### src/drs_pkg.sv
// Shared constants and types of the disk request scheduler.
package drs_pkg;

    localparam int MAX_REQUESTS_DEF  = 64;
    localparam int CYLINDER_BITS_DEF = 16;

    localparam int                SEEK_BITS = 23;
    localparam logic [SEEK_BITS-1:0] SEEK_MAX = 23'h7F_FFFF;
    localparam int                DCHG_BITS = 7;

    localparam int CFG_INDEX_BITS = 3;
    localparam logic [CFG_INDEX_BITS-1:0] CFG_POLICY    = 3'd0;
    localparam logic [CFG_INDEX_BITS-1:0] CFG_START_CYL = 3'd1;
    localparam logic [CFG_INDEX_BITS-1:0] CFG_START_DIR = 3'd2;
    localparam logic [CFG_INDEX_BITS-1:0] CFG_MIN_CYL   = 3'd3;
    localparam logic [CFG_INDEX_BITS-1:0] CFG_MAX_CYL   = 3'd4;

    localparam int MODE_BITS = 3;
    localparam logic [MODE_BITS-1:0] MODE_FCFS  = 3'd0;
    localparam logic [MODE_BITS-1:0] MODE_SSTF  = 3'd1;
    localparam logic [MODE_BITS-1:0] MODE_SCAN  = 3'd2;
    localparam logic [MODE_BITS-1:0] MODE_CSCAN = 3'd3;
    localparam logic [MODE_BITS-1:0] MODE_LOOK  = 3'd4;

    localparam int MAX_CYL_RESET = 199;

    typedef struct packed {
        logic clear;        // drop the current best before a new pass
        logic cand_valid;   // a store word is on the candidate inputs
        logic cand_served;  // that word has already been served
    } t_pick_ctrl;

endpackage

### src/drs_ram.sv
// Generic single-port-write, single-port-read RAM with registered read data.
module drs_ram #(
    parameter int WIDTH = 16,
    parameter int DEPTH = 64
) (
    input  logic                     i_clk,
    input  logic                     i_we,
    input  logic [$clog2(DEPTH)-1:0] i_waddr,
    input  logic [WIDTH-1:0]         i_wdata,
    input  logic                     i_re,
    input  logic [$clog2(DEPTH)-1:0] i_raddr,
    output logic [WIDTH-1:0]         o_rdata
);

    logic [WIDTH-1:0] r_mem [DEPTH];
    logic [WIDTH-1:0] r_rdata;

    always_ff @(posedge i_clk) begin
        if (i_we) begin
            r_mem[i_waddr] <= i_wdata;
        end
        if (i_re) begin
            r_rdata <= r_mem[i_raddr];
        end
    end

    assign o_rdata = r_rdata;

endmodule

### src/drs_pick.sv
// Candidate selector: keeps the best unserved request of one pass over the store.
module drs_pick
    import drs_pkg::*;
#(
    parameter int MAX_REQUESTS  = MAX_REQUESTS_DEF,
    parameter int CYLINDER_BITS = CYLINDER_BITS_DEF
) (
    input  logic                            i_clk,
    input  logic                            i_rst_n,
    input  t_pick_ctrl                      i_ctrl,
    input  logic [MODE_BITS-1:0]            i_mode,
    input  logic [CYLINDER_BITS-1:0]        i_start_cyl,
    input  logic                            i_start_dir,
    input  logic [CYLINDER_BITS-1:0]        i_head,
    input  logic [CYLINDER_BITS-1:0]        i_cand_v,
    input  logic [$clog2(MAX_REQUESTS)-1:0] i_cand_i,
    output logic [CYLINDER_BITS-1:0]        o_best_v,
    output logic [$clog2(MAX_REQUESTS)-1:0] o_best_i,
    output logic                            o_best_g
);

    localparam int AW = $clog2(MAX_REQUESTS);

    logic                     r_found;
    logic [CYLINDER_BITS-1:0] r_best_v;
    logic [CYLINDER_BITS-1:0] r_best_d;
    logic [AW-1:0]            r_best_i;
    logic                     r_best_g;

    logic                     cand_g;
    logic                     want_min;
    logic [CYLINDER_BITS-1:0] cand_d;
    logic                     is_sstf;
    logic                     is_sweep;
    logic                     better;

    always_comb begin
        is_sstf  = (i_mode == MODE_SSTF);
        is_sweep = (i_mode == MODE_SCAN) || (i_mode == MODE_CSCAN) || (i_mode == MODE_LOOK);
        // second group: the requests served after the turn
        cand_g   = i_start_dir ? (i_cand_v < i_start_cyl) : (i_cand_v >= i_start_cyl);
        if (cand_g) begin
            want_min = (i_mode == MODE_CSCAN) ? i_start_dir : !i_start_dir;
        end else begin
            want_min = i_start_dir;
        end
        cand_d = (i_head > i_cand_v) ? (i_head - i_cand_v) : (i_cand_v - i_head);
        if (!r_found) begin
            better = 1'b1;
        end else if (is_sstf) begin
            better = (cand_d < r_best_d);
        end else if (is_sweep) begin
            if (cand_g != r_best_g) begin
                better = !cand_g;
            end else begin
                better = want_min ? (i_cand_v < r_best_v) : (i_cand_v > r_best_v);
            end
        end else begin
            better = 1'b0;
        end
    end

    always_ff @(posedge i_clk) begin
        if (!i_rst_n) begin
            r_found <= 1'b0;
        end else if (i_ctrl.clear) begin
            r_found <= 1'b0;
        end else if (i_ctrl.cand_valid && !i_ctrl.cand_served && better) begin
            r_found <= 1'b1;
        end
        if (i_ctrl.cand_valid && !i_ctrl.cand_served && better && !i_ctrl.clear) begin
            r_best_v <= i_cand_v;
            r_best_d <= cand_d;
            r_best_i <= i_cand_i;
            r_best_g <= cand_g;
        end
    end

    assign o_best_v = r_best_v;
    assign o_best_i = r_best_i;
    assign o_best_g = r_best_g;

endmodule

### src/disk_request_scheduler_unit.sv
// Top level of the disk request scheduler: store, control sequencer and result register.
//
//  channel   direction  handshake                        payload
//  request   in         i_req_valid / o_req_stall        i_request_cylinder, i_last_request
//  result    out        o_res_valid / i_res_stall        o_served_cylinder, o_total_seek,
//                                                        o_direction_changes, o_last_served
//  config    in         i_cfg_we (no wait)               i_cfg_index, i_cfg_data
//
// Requests load one word per cycle into the store RAM. The word flagged last
// starts scheduling: each result then takes one pass over the n stored words
// through the single RAM read port, plus an edge move on the turn of SCAN and
// C-SCAN. The request side stalls for the whole batch. A result waits in the
// output register while the next pass runs. Reset is synchronous and clears
// the control state and config.
module disk_request_scheduler_unit
    import drs_pkg::*;
#(
    parameter int MAX_REQUESTS  = MAX_REQUESTS_DEF,
    parameter int CYLINDER_BITS = CYLINDER_BITS_DEF
) (
    input  logic                       i_clk,
    input  logic                       i_rst_n,
    input  logic                       i_req_valid,
    output logic                       o_req_stall,
    input  logic [CYLINDER_BITS-1:0]   i_request_cylinder,
    input  logic                       i_last_request,
    output logic                       o_res_valid,
    input  logic                       i_res_stall,
    output logic [CYLINDER_BITS-1:0]   o_served_cylinder,
    output logic [SEEK_BITS-1:0]       o_total_seek,
    output logic [DCHG_BITS-1:0]       o_direction_changes,
    output logic                       o_last_served,
    input  logic                       i_cfg_we,
    input  logic [CFG_INDEX_BITS-1:0]  i_cfg_index,
    input  logic [CYLINDER_BITS-1:0]   i_cfg_data
);

    localparam int AW   = $clog2(MAX_REQUESTS);
    localparam int CW   = $clog2(MAX_REQUESTS + 1);
    localparam int SUMW = ((CYLINDER_BITS > SEEK_BITS) ? CYLINDER_BITS : SEEK_BITS) + 1;

    typedef enum logic [2:0] {
        S_IDLE, S_SCAN, S_PICK, S_EDGE1, S_EDGE2, S_SERVE
    } t_state;

    t_state r_state;

    // configuration
    logic [MODE_BITS-1:0]     r_mode;
    logic [CYLINDER_BITS-1:0] r_start_cyl;
    logic                     r_start_dir;
    logic [CYLINDER_BITS-1:0] r_min_cyl;
    logic [CYLINDER_BITS-1:0] r_max_cyl;

    // batch state
    logic [CW-1:0]            r_count;
    logic [CW-1:0]            r_served_cnt;
    logic [MAX_REQUESTS-1:0]  r_flags;
    logic [CYLINDER_BITS-1:0] r_head;
    logic                     r_dir;
    logic                     r_turned;
    logic [SEEK_BITS-1:0]     r_seek;
    logic [DCHG_BITS-1:0]     r_rev;

    // scan pipeline
    logic [CW-1:0]            r_rd_idx;
    logic                     r_cmp_v;
    logic [AW-1:0]            r_cmp_i;

    // result register
    logic                     r_out_valid;
    logic [CYLINDER_BITS-1:0] r_out_cyl;
    logic [SEEK_BITS-1:0]     r_out_seek;
    logic [DCHG_BITS-1:0]     r_out_rev;
    logic                     r_out_last;

    logic                     req_accept;
    logic                     res_accept;
    logic                     out_load;
    logic                     ram_we;
    logic                     ram_re;
    logic [CYLINDER_BITS-1:0] ram_rdata;
    t_pick_ctrl               pick_ctrl;
    logic [CYLINDER_BITS-1:0] best_v;
    logic [AW-1:0]            best_i;
    logic                     best_g;
    logic                     is_sstf;
    logic                     is_sweep;
    logic                     scan_last;
    logic                     out_free;
    logic [CYLINDER_BITS-1:0] edge_cyl;
    logic [CYLINDER_BITS-1:0] dist_tgt;
    logic [CYLINDER_BITS-1:0] dist_val;
    logic [CYLINDER_BITS-1:0] span;
    logic [CYLINDER_BITS-1:0] addend;
    logic [SUMW-1:0]          seek_sum;
    logic [SEEK_BITS-1:0]     n_seek;

    assign o_req_stall = (r_state != S_IDLE);
    assign req_accept  = i_req_valid && !o_req_stall;
    assign res_accept  = r_out_valid && !i_res_stall;
    assign out_free    = !r_out_valid || !i_res_stall;
    assign out_load    = (r_state == S_SERVE) && out_free;

    assign ram_we = req_accept && (r_count < CW'(MAX_REQUESTS));
    assign ram_re = (r_state == S_SCAN) && (r_rd_idx < r_count);

    drs_ram #(
        .WIDTH (CYLINDER_BITS),
        .DEPTH (MAX_REQUESTS)
    ) u_store (
        .i_clk   (i_clk),
        .i_we    (ram_we),
        .i_waddr (r_count[AW-1:0]),
        .i_wdata (i_request_cylinder),
        .i_re    (ram_re),
        .i_raddr (r_rd_idx[AW-1:0]),
        .o_rdata (ram_rdata)
    );

    always_comb begin
        pick_ctrl.clear       = (r_state == S_PICK);
        pick_ctrl.cand_valid  = r_cmp_v;
        pick_ctrl.cand_served = r_flags[r_cmp_i];
    end

    drs_pick #(
        .MAX_REQUESTS  (MAX_REQUESTS),
        .CYLINDER_BITS (CYLINDER_BITS)
    ) u_pick (
        .i_clk       (i_clk),
        .i_rst_n     (i_rst_n),
        .i_ctrl      (pick_ctrl),
        .i_mode      (r_mode),
        .i_start_cyl (r_start_cyl),
        .i_start_dir (r_start_dir),
        .i_head      (r_head),
        .i_cand_v    (ram_rdata),
        .i_cand_i    (r_cmp_i),
        .o_best_v    (best_v),
        .o_best_i    (best_i),
        .o_best_g    (best_g)
    );

    always_comb begin
        is_sstf   = (r_mode == MODE_SSTF);
        is_sweep  = (r_mode == MODE_SCAN) || (r_mode == MODE_CSCAN) || (r_mode == MODE_LOOK);
        scan_last = r_cmp_v && ((CW'(r_cmp_i) + CW'(1)) == r_count);
        edge_cyl  = r_start_dir ? r_max_cyl : r_min_cyl;
        dist_tgt  = (r_state == S_EDGE1) ? edge_cyl : best_v;
        dist_val  = (r_head > dist_tgt) ? (r_head - dist_tgt) : (dist_tgt - r_head);
        span      = (r_max_cyl > r_min_cyl) ? (r_max_cyl - r_min_cyl) : (r_min_cyl - r_max_cyl);
        addend    = (r_state == S_EDGE2) ? span : dist_val;
        seek_sum  = SUMW'(r_seek) + SUMW'(addend);
        // saturate the running travel
        n_seek    = (seek_sum > SUMW'(SEEK_MAX)) ? SEEK_MAX : seek_sum[SEEK_BITS-1:0];
    end

    always_ff @(posedge i_clk) begin
        if (!i_rst_n) begin
            r_state      <= S_IDLE;
            r_mode       <= MODE_FCFS;
            r_start_cyl  <= '0;
            r_start_dir  <= 1'b1;
            r_min_cyl    <= '0;
            r_max_cyl    <= CYLINDER_BITS'(MAX_CYL_RESET);
            r_count      <= '0;
            r_served_cnt <= '0;
            r_flags      <= '0;
            r_head       <= '0;
            r_dir        <= 1'b0;
            r_turned     <= 1'b0;
            r_seek       <= '0;
            r_rev        <= '0;
            r_rd_idx     <= '0;
            r_cmp_v      <= 1'b0;
            r_out_valid  <= 1'b0;
        end else begin
            if (i_cfg_we) begin
                case (i_cfg_index)
                    CFG_POLICY:    r_mode      <= i_cfg_data[MODE_BITS-1:0];
                    CFG_START_CYL: r_start_cyl <= i_cfg_data;
                    CFG_START_DIR: r_start_dir <= i_cfg_data[0];
                    CFG_MIN_CYL:   r_min_cyl   <= i_cfg_data;
                    CFG_MAX_CYL:   r_max_cyl   <= i_cfg_data;
                    default: ;
                endcase
            end

            // a new word takes the output register as the old one leaves
            if (out_load) begin
                r_out_valid <= 1'b1;
            end else if (res_accept) begin
                r_out_valid <= 1'b0;
            end

            r_cmp_v <= ram_re;
            r_cmp_i <= r_rd_idx[AW-1:0];

            case (r_state)
                S_IDLE: begin
                    if (ram_we) begin
                        r_count <= r_count + CW'(1);
                    end
                    if (req_accept && i_last_request) begin
                        // start the batch from the configured head
                        r_head       <= r_start_cyl;
                        r_dir        <= r_start_dir;
                        r_seek       <= '0;
                        r_rev        <= '0;
                        r_flags      <= '0;
                        r_turned     <= 1'b0;
                        r_served_cnt <= '0;
                        r_rd_idx     <= '0;
                        r_state      <= S_SCAN;
                    end
                end
                S_SCAN: begin
                    if (ram_re) begin
                        r_rd_idx <= r_rd_idx + CW'(1);
                    end
                    if (scan_last) begin
                        r_state <= S_PICK;
                    end
                end
                S_PICK: begin
                    if (is_sweep) begin
                        if (best_g && !r_turned) begin
                            // turn or jump once, before the first word of the return group
                            r_turned <= 1'b1;
                            r_rev    <= r_rev + DCHG_BITS'(1);
                            r_state  <= (r_mode == MODE_LOOK) ? S_SERVE : S_EDGE1;
                        end else begin
                            r_state <= S_SERVE;
                        end
                    end else if (is_sstf) begin
                        if (r_dir && best_v < r_head) begin
                            r_dir <= 1'b0;
                            r_rev <= r_rev + DCHG_BITS'(1);
                        end else if (!r_dir && best_v > r_head) begin
                            r_dir <= 1'b1;
                            r_rev <= r_rev + DCHG_BITS'(1);
                        end
                        r_state <= S_SERVE;
                    end else begin
                        if ((best_v >= r_head) != r_dir) begin
                            r_dir <= !r_dir;
                            r_rev <= r_rev + DCHG_BITS'(1);
                        end
                        r_state <= S_SERVE;
                    end
                end
                S_EDGE1: begin
                    r_seek  <= n_seek;
                    r_head  <= edge_cyl;
                    r_state <= (r_mode == MODE_CSCAN) ? S_EDGE2 : S_SERVE;
                end
                S_EDGE2: begin
                    // circular jump lands on the opposite edge
                    r_seek  <= n_seek;
                    r_head  <= r_start_dir ? r_min_cyl : r_max_cyl;
                    r_state <= S_SERVE;
                end
                S_SERVE: begin
                    if (out_free) begin
                        r_seek          <= n_seek;
                        r_head          <= best_v;
                        r_flags[best_i] <= 1'b1;
                        r_served_cnt    <= r_served_cnt + CW'(1);
                        r_out_cyl       <= best_v;
                        r_out_seek      <= n_seek;
                        r_out_rev       <= r_rev;
                        r_out_last      <= ((r_served_cnt + CW'(1)) == r_count);
                        r_rd_idx        <= '0;
                        if ((r_served_cnt + CW'(1)) == r_count) begin
                            r_count <= '0;
                            r_state <= S_IDLE;
                        end else begin
                            r_state <= S_SCAN;
                        end
                    end
                end
                default: r_state <= S_IDLE;
            endcase
        end
    end

    assign o_res_valid         = r_out_valid;
    assign o_served_cylinder   = r_out_cyl;
    assign o_total_seek        = r_out_seek;
    assign o_direction_changes = r_out_rev;
    assign o_last_served       = r_out_last;

endmodule

### config.mk
export PLATFORM = sky130hd
export DESIGN_NAME = disk_request_scheduler_unit
export DESIGN_NICKNAME = d
export VERILOG_FILES = /design/src/drs_pkg.sv /design/src/drs_ram.sv /design/src/drs_pick.sv /design/src/disk_request_scheduler_unit.sv
export SDC_FILE = /design/constraint.sdc
export NUM_CORES = 2
export LEC_CHECK = 0
export BUFFER_PORTS_ARGS = -buffer_cell sky130_fd_sc_hd__buf_2
export CORE_MARGIN = 4
export CORE_UTILIZATION = 59
export CTS_BUF_LIST = sky130_fd_sc_hd__clkbuf_8
export CTS_CLUSTER_DIAMETER = 30
export DETAILED_ROUTE_END_ITERATION = 10
export PLACE_DENSITY = 0.78
export SLEW_MARGIN = 40
export SYNTH_ARGS = -nofsm -noshare
export SYNTH_HDL_FRONTEND = slang
export SYNTH_HIERARCHICAL = 1
export SYNTH_SLANG_ARGS = --single-unit
### constraint.sdc
create_clock -name i_clk -period 6.3 [get_ports i_clk]
set_clock_uncertainty 0.15 [all_clocks]
set_input_delay 0.315 -clock i_clk [delete_from_list [all_inputs] [get_ports i_clk]]
set_output_delay 0.315 -clock i_clk [all_outputs]
set_load 0.01 [all_outputs]
## Word level (Yosys, flattened, before mapping)

Memory sizes are Yosys's and may differ from the RTL's. A register that Yosys moved wholly into a read port is not among the register bits.
Cells that the tools add are included.

| storage, ports and cells | value |
|---|---|
| register bits | 283 |
| latch bits | 0 |
| RAM bits | 1024 |
| memory bits (read-only) | 0 |
| output and inout port bits | 49 |
| logic and storage cells | 212 |
| memories kept | 1 |

Memory list:

| name | words | width | rd ports | clocked after Yosys merged registers in | write ports | RTL line | RTL |
|---|---|---|---|---|---|---|---|
| u_store.r_mem | 64 | 16 | 1 | 1 | 1 | drs_ram.sv:15 | `logic [WIDTH-1:0] r_mem [DEPTH];` |

| cells by class | value |
|---|---|
| add/sub/neg operators | 12 |
| multiply operators | 0 |
| div/mod/pow operators | 0 |
| order comparisons | 17 |
| equality and inequality tests | 31 |
| shift-type cells | 0 |
| mux-type cells | 70 |
| bitwise operators | 2 |
| reduce and logical (&&, ||, !) cells | 52 |

Operators by type and width:

| operator | count |
|---|---|
| two-way mux 16 bit | 9 |
| two-way mux 64 bit | 2 |
| case mux 64 bit (2 select lines) | 1 |
| subtractor 16 bit | 6 |
| two-way mux 7 bit | 13 |
| greater-than comparator 16 bit | 5 |
| two-way mux 23 bit | 3 |
| case mux 23 bit (3 select lines) | 1 |
| less-than comparator 16 bit | 4 |
| OR 64 bit | 1 |
| case mux 16 bit (4 select lines) | 1 |
| case mux 7 bit (2 select lines) | 3 |
| greater-or-equal comparator 16 bit | 2 |
| adder 7 x 1 -> 7 bit (second input constant) | 4 |
| two-way mux 1 bit | 25 |
| adder 23 x 16 -> 24 bit | 1 |
| greater-than comparator 24 x 23 -> 1 bit (second input constant) | 1 |
| case mux 7 bit (3 select lines) | 1 |
| equality test 3 x 2 -> 1 bit (second input constant) | 6 |
| two-way mux 3 bit | 6 |
| case mux 3 bit (6 select lines) | 1 |
| inequality test 2 bit (second input constant) | 8 |
| AND reduction 3 bit | 5 |
| equality test 7 bit | 2 |
| 27 further kinds | 73 |

## Logic depth before layout (Yosys ltp)

| depth | value |
|---|---|
| word-level depth | 10 |
| gate-level depth with buffers | 33 |
| depth with buffers taken out | 27 |

## Modules after synthesis

Netlist, hierarchy kept.

By module, submodules not included:

| module | times used | cells each | area each (um2) |
|---|---|---|---|
| drs_ram | 1 | 1820 | 40138.5 |
| disk_request_scheduler_unit | 1 | 1796 | 15272.1 |
| drs_pick | 1 | 467 | 4186.5 |

## Worst setup path before layout

No wires, ideal clock.

| path | value |
|---|---|
| path type | register to register |
| start | register r_cmp_i[0] |
| end | register u_pick.r_best_g, in the netlist u_pick/o_best_g, enable pin |
| data arrival time | 5.669 ns |
| setup slack | -0.013 ns |
| stages on the path, launching flop included | 9 |
| cell sequence | edfxtp_1 buf_2 buf_2 mux4_2 mux4_2 mux4_2 nor3b_1 nand2_1 o31ai_1 |

RTL lines:

| item | RTL line | RTL |
|---|---|---|
| start, declared | disk_request_scheduler_unit.sv:68 | `logic [AW-1:0] r_cmp_i;` |
| start signal, assigned | disk_request_scheduler_unit.sv:198 | `r_cmp_i <= r_rd_idx[AW-1:0];` |
| end signal, assigned | drs_pick.sv:75 | `r_best_g <= cand_g;` |
| end, declared | drs_pick.sv:28 | `logic r_best_g;` |

## Worst setup path in the final report

| path | value |
|---|---|
| start | register r_state[1] |
| end | register r_seek[12] |

| between the ends | value |
|---|---|
| cells in the longest elaborated chain, start to end | 10 |
| elaborated cells between the ends (all ways) | 24 |
| those cells by class | add/sub (3); order compare (2); eq/ne (5); mux (6); reduce/logical (8) |

Ends and longest elaborated chain:

| item | RTL line | RTL |
|---|---|---|
| start, declared | disk_request_scheduler_unit.sv:46 | `t_state r_state;` |
| start signal, assigned | disk_request_scheduler_unit.sv:232 | `r_state <= (r_mode == MODE_LOOK) ? S_SERVE : S_EDGE1;` |
| start signal, assigned | disk_request_scheduler_unit.sv:256 | `r_state <= (r_mode == MODE_CSCAN) ? S_EDGE2 : S_SERVE;` |
| equality test 3 x 2 -> 1 bit | disk_request_scheduler_unit.sv:150, disk_request_scheduler_unit.sv:200 |  |
| two-way mux 16 bit | disk_request_scheduler_unit.sv:150 | `dist_tgt = (r_state == S_EDGE1) ? edge_cyl : best_v;` |
| subtractor 16 bit or greater-than comparator 16 bit (tied branches) | disk_request_scheduler_unit.sv:151 | `dist_val = (r_head > dist_tgt) ? (r_head - dist_tgt) : (dist_tgt - r_head);` |
| two-way mux 16 bit | disk_request_scheduler_unit.sv:151 |  |
| two-way mux 16 bit | disk_request_scheduler_unit.sv:153 | `addend = (r_state == S_EDGE2) ? span : dist_val;` |
| adder 23 x 16 -> 24 bit | disk_request_scheduler_unit.sv:154 | `seek_sum = SUMW'(r_seek) + SUMW'(addend);` |
| greater-than comparator 24 x 23 -> 1 bit | disk_request_scheduler_unit.sv:156 | `n_seek = (seek_sum > SUMW'(SEEK_MAX)) ? SEEK_MAX : seek_sum[SEEK_BITS-1:0];` |
| two-way mux 23 bit | disk_request_scheduler_unit.sv:156 |  |
| two-way mux 23 bit | disk_request_scheduler_unit.sv:265 | `if (out_free) begin` |
| case mux 23 bit (3 select lines) | disk_request_scheduler_unit.sv:200 | `case (r_state)` |
| end signal, assigned | disk_request_scheduler_unit.sv:254 | `r_seek <= n_seek;` |
| end signal, assigned | disk_request_scheduler_unit.sv:260 | `r_seek <= n_seek;` |
| end signal, assigned | disk_request_scheduler_unit.sv:266 | `r_seek <= n_seek;` |
| end, declared | disk_request_scheduler_unit.sv:62 | `logic [SEEK_BITS-1:0] r_seek;` |

Several ways; a longest one is shown, not always the timed one. The select of a mux whose other input is x is not followed.
A chain may end at the register's enable or synchronous reset.

==> results.txt <==
----------------------------------------------------
[Power and ir drop]
  IR drop worst, VDD ... 0.000312 V
  Lkg Pwr ... 0.0234 uW
  Power per unit of standard cell area ... 296 nW/um^2

[Detailed routing]
  Routed via count ... 38.2k
  Met3 wire length ... 13800 microns
  Top layer in use ... met5
  Post-route DRC violation count ... 0
  Routed via count divided by cell count ... 6.44
  Pre-antenna DRT Iters ... 6
  M1 WL ... 58900 microns
  Final Routed Wirelength ... 160000 microns
  DR iter-0 viols ... 4387
  Post-route antenna net violation count ... 0
  Total length of routed met2 wires ... 78900 microns
  Wire length per cell after detailed routing ... 26.9 microns

[Floorplan]
  Core outline area ... 100000 sq um
  Number of ports placed on the die boundary ... 90
  Die width ... 326 microns
  Chip Height ... 326 microns
  Full die area ... 106000 sq um
  Initial cell density of the core ... 59.5%
  Cell Rows ... 116

[Global route]
  Maximum number of pins on one net before global-route repair ... 105
  Total overflow reported by the global router ... 0
  Number of global-route vias before repair ... 37.8k
  Total global routing track utilization ... 29.9%
  Initial antenna violation count ... 5
  First-pass GRT wire length ... 238000 microns

[STA]
  Final Hold Violating Endpoints ... 0
  Setup repair after global routing missed its margin ... no
  Worst slew margin ... 38.9%
  Share of the cycle needed by the critical path after routing ... 93.3%
  Transition time at the pin with the least slew margin ... 917 ps
  Final Setup Violations ... 0
  Slew Viols, Final ... 0
  Fin Hold WS ... 145 ps
  Crit path time final ... 5880 ps
  Achievable Freq ... 0.170 GHz

[CTS]
  CTS Root Buffer Type ... clkbuf_8
  Clock tree sinks ... 1323
  Post-CTS clock slew at the launch and capture registers of the worst setup and hold paths ... 60 ps
  Buffer depth of the longest clock path ... 3
  CTS Buf Count ... 238
  TritonCTS clock tree ... done
  Clock H-tree levels ... 4
  Clk Latency, worst-skew pair ... 900 ps

[Setup path]
  Count of cell instances traversed by the critical path ... 25
  Reg-to-reg endpoint ... r_seek[12]
  Cell with the largest stage delay on the worst path ... or3b_4
  Logic depth of the worst register-to-register path ... 25
  Worst Setup SP ... r_state[1]
  Type of the worst setup path ... flip-flop to flip-flop
  Start of the worst register-to-register path ... r_state[1]
  Data arrival time of the critical path ... 6530 ps
  CP max FO ... 19
  Type of origin of the critical path ... flip-flop
  Buf/Inv on CP ... 4
  Cell repeated most along the worst path ... a21oi_1
  Worst Path Required ... 6940 ps
  Flop-to-flop setup slack ... 420 ps
  Endpoint of the worst setup timing path ... r_seek[12]
  Setup crit end kind ... flip-flop
  Biggest cell delay along the critical path ... 490 ps
  Largest delay share family, worst path ... compound AO/OA/AOI/OAI gates

[Placed design]
  Placed Area ... 62200 sq um
  HPWL after DPL ... 103000 microns
  Port bufs ... 89
  Final RePlAce weighted congestion ... 0.992

[Final layout]
  Share of final-layout standard cells stronger than drive strength 1 ... 22.0%
  Highest-count cells in the layout ignoring fill and taps ... 1132 x edfxtp_1, 299 x a21oi_1, 244 x nand2_1, 244 x clkbuf_8, 242 x mux4_2
  Relative area change from synthesis to final layout ... 14.0%
  Count of nets after finishing ... 4663
  Commonest non-fill, non-tap cell in the layout ... edfxtp_1
  Post-layout utilization of the core ... 67.8%
  Non-Filler Cell Area, Final ... 67900 sq um

[Synth]
  Syn nets ... 4316
  Cell taking the most area after synthesis ... edfxtp_1
  Summed instance area of the synthesized netlist ... 59600 sq um
  Number of enable flip-flop cells after synthesis ... 1132
  Yosys warnings ... 6
  Most common flop cell mapped by yosys ... edfxtp_1
  Post-synthesis instance total ... 4083
  Fraction of synthesized cell area taken by the top area cell type ... 57.0%
  Mapped Avg Cell Area ... 14.6 sq um
  Number of storage elements in the synthesis netlist ... 1323
  Cell types occupying the most area after synthesis ... edfxtp_1 57%, mux4_2 9.1%, dfxtp_1 6.4%, ha_1 3.9%, a21oi_1 2.5%
  Ys async rst share ... 0%
  Post-synth cell types ... 103
  Share of synthesized area occupied by flip-flops and latches ... 63.5%

[Min path]
  Worst Hold Class ... input pin to flip-flop
  Worst hold path cell count ... 4

[Flow run]
  Max-Cap Viols ... 0

[Status]
  Outcome ... finished, final reports clean

----------------------------------------------------
repair_timing:
| action | 4_1_cts | 5_1_grt |
|---|---|---|
| pin swaps | 0 | 2 |
| setup endpoints to repair | 1 | 30 |
| cloned | 0 | 0 |
| hold endpoints to repair | 1000 | 0 |
| hold buffers | 42 | 0 |
| buffers inserted | 0 | 2 |
| gates resized for setup | 1 | 14 |
cells in the mapped netlist (all sizes together) (13+ instances only):
| library cell | n |
|---|---|
| edfxtp | 1132 |
| a21oi | 301 |
| nor2 | 254 |
| nand2 | 249 |
| mux4 | 244 |
| dfxtp | 191 |
| ha | 185 |
| inv | 182 |
| mux2i | 141 |
| clkbuf | 126 |
| o21ai | 115 |
| buf | 100 |
| a22oi | 93 |
| nand3 | 79 |
| nor2b | 56 |
| a221oi | 54 |
| a21o | 53 |
| xnor2 | 41 |
| xor2 | 37 |
| nand4 | 32 |
| nor3 | 26 |
| mux2 | 24 |
| a211oi | 23 |
| o211ai | 23 |
| a31oi | 22 |
| and4 | 20 |
| o21a | 19 |
| or3 | 17 |
| a211o | 16 |
| nor3b | 16 |
| o31ai | 16 |
| and3 | 15 |
| nand2b | 15 |
| a311oi | 14 |
| nor4 | 14 |
| or2 | 13 |
tightest hold or removal path, cell delays in order:
cell,delay (ps)
dlygate4sd3_1,530
buf_2,150
nand2_1,60
a21oi_1,50
registers in the layout, indices dropped and copies added, names as in the netlist, 16 cells and up:
signal,flops
o_total_seek,23
r_flags,64
r_head,16
r_seek,23
r_max_cyl,16
u_pick/r_best_d,16
u_pick/o_best_v,16
u_store/r_mem,1024
u_store/o_rdata,16
r_min_cyl,16
r_start_cyl,16
o_served_cylinder,16
where the power goes:
group / internal [uW] / switching [uW] / total [uW]
logic: 673 / 1070 / 1750
clock network: 4930 / 3740 / 8670
registers: 9590 / 86.6 / 9680
total: 15200 / 4900 / 20100
per-stage QoR:
step           setup TNS (ps)  setup WS (ps)  std cells  total power [uW]
4_1_cts                     0           58.6       5929             20200
6_report                    0            419       5933             20100
3_5_place_dp            -23.9          -23.9       5444             11500
3_3_place_gp                0            108       5439             11500
5_1_grt                     0           40.8       5933             20800
2_1_floorplan               0            264       4083             11000
how the worst min path moves through the flow:
| stage | start | end | slack, ps |
|---|---|---|---|
| 2_1_floorplan | i_request_cylinder[0] | u_store/r_mem[0][0] | 260 |
| 3_3_place_gp | r_rev[6] | o_direction_changes[6] | 290 |
| 3_5_place_dp | r_rev[6] | o_direction_changes[6] | 290 |
| 4_1_cts | i_request_cylinder[11] | u_store/r_mem[27][11] | 70 |
| 5_1_grt | i_cfg_data[10] | r_min_cyl[10] | 110 |
| 6_report | i_cfg_data[11] | r_max_cyl[11] | 150 |
final cells by class:
| type | count | area, sq um |
|---|---|---|
| sequential | 1323 | 37800 |
| fill | 6526 | 32200 |
| multi-input combinational | 2351 | 20000 |
| clock buffer | 244 | 3360 |
| timing repair buffer | 333 | 2490 |
| clock inverter | 199 | 1890 |
| tap | 1298 | 1620 |
| inverter | 183 | 687 |
| antenna | 2 | 5.00 |
metal layers:
metal / vias to the layer above / global-route usage (%)
li1: 16600 / -
met1: 19000 / 38.4
met2: 2200 / 49.4
met3: 429 / 5.83
met4: 2 / 14.3
met5: - / 0
kinds of logic after synthesis:
logic type      after synthesis  synth area share [%]
flops                      1323                  63.5
simple gates                844                  6.83
compound gates              826                  9.12
buf+inv                     409                  3.20
mux                         409                  12.1
fa+ha+maj                   192                  4.12
xor+xnor                     80                  1.22
(Power assumes the default switching activity.)
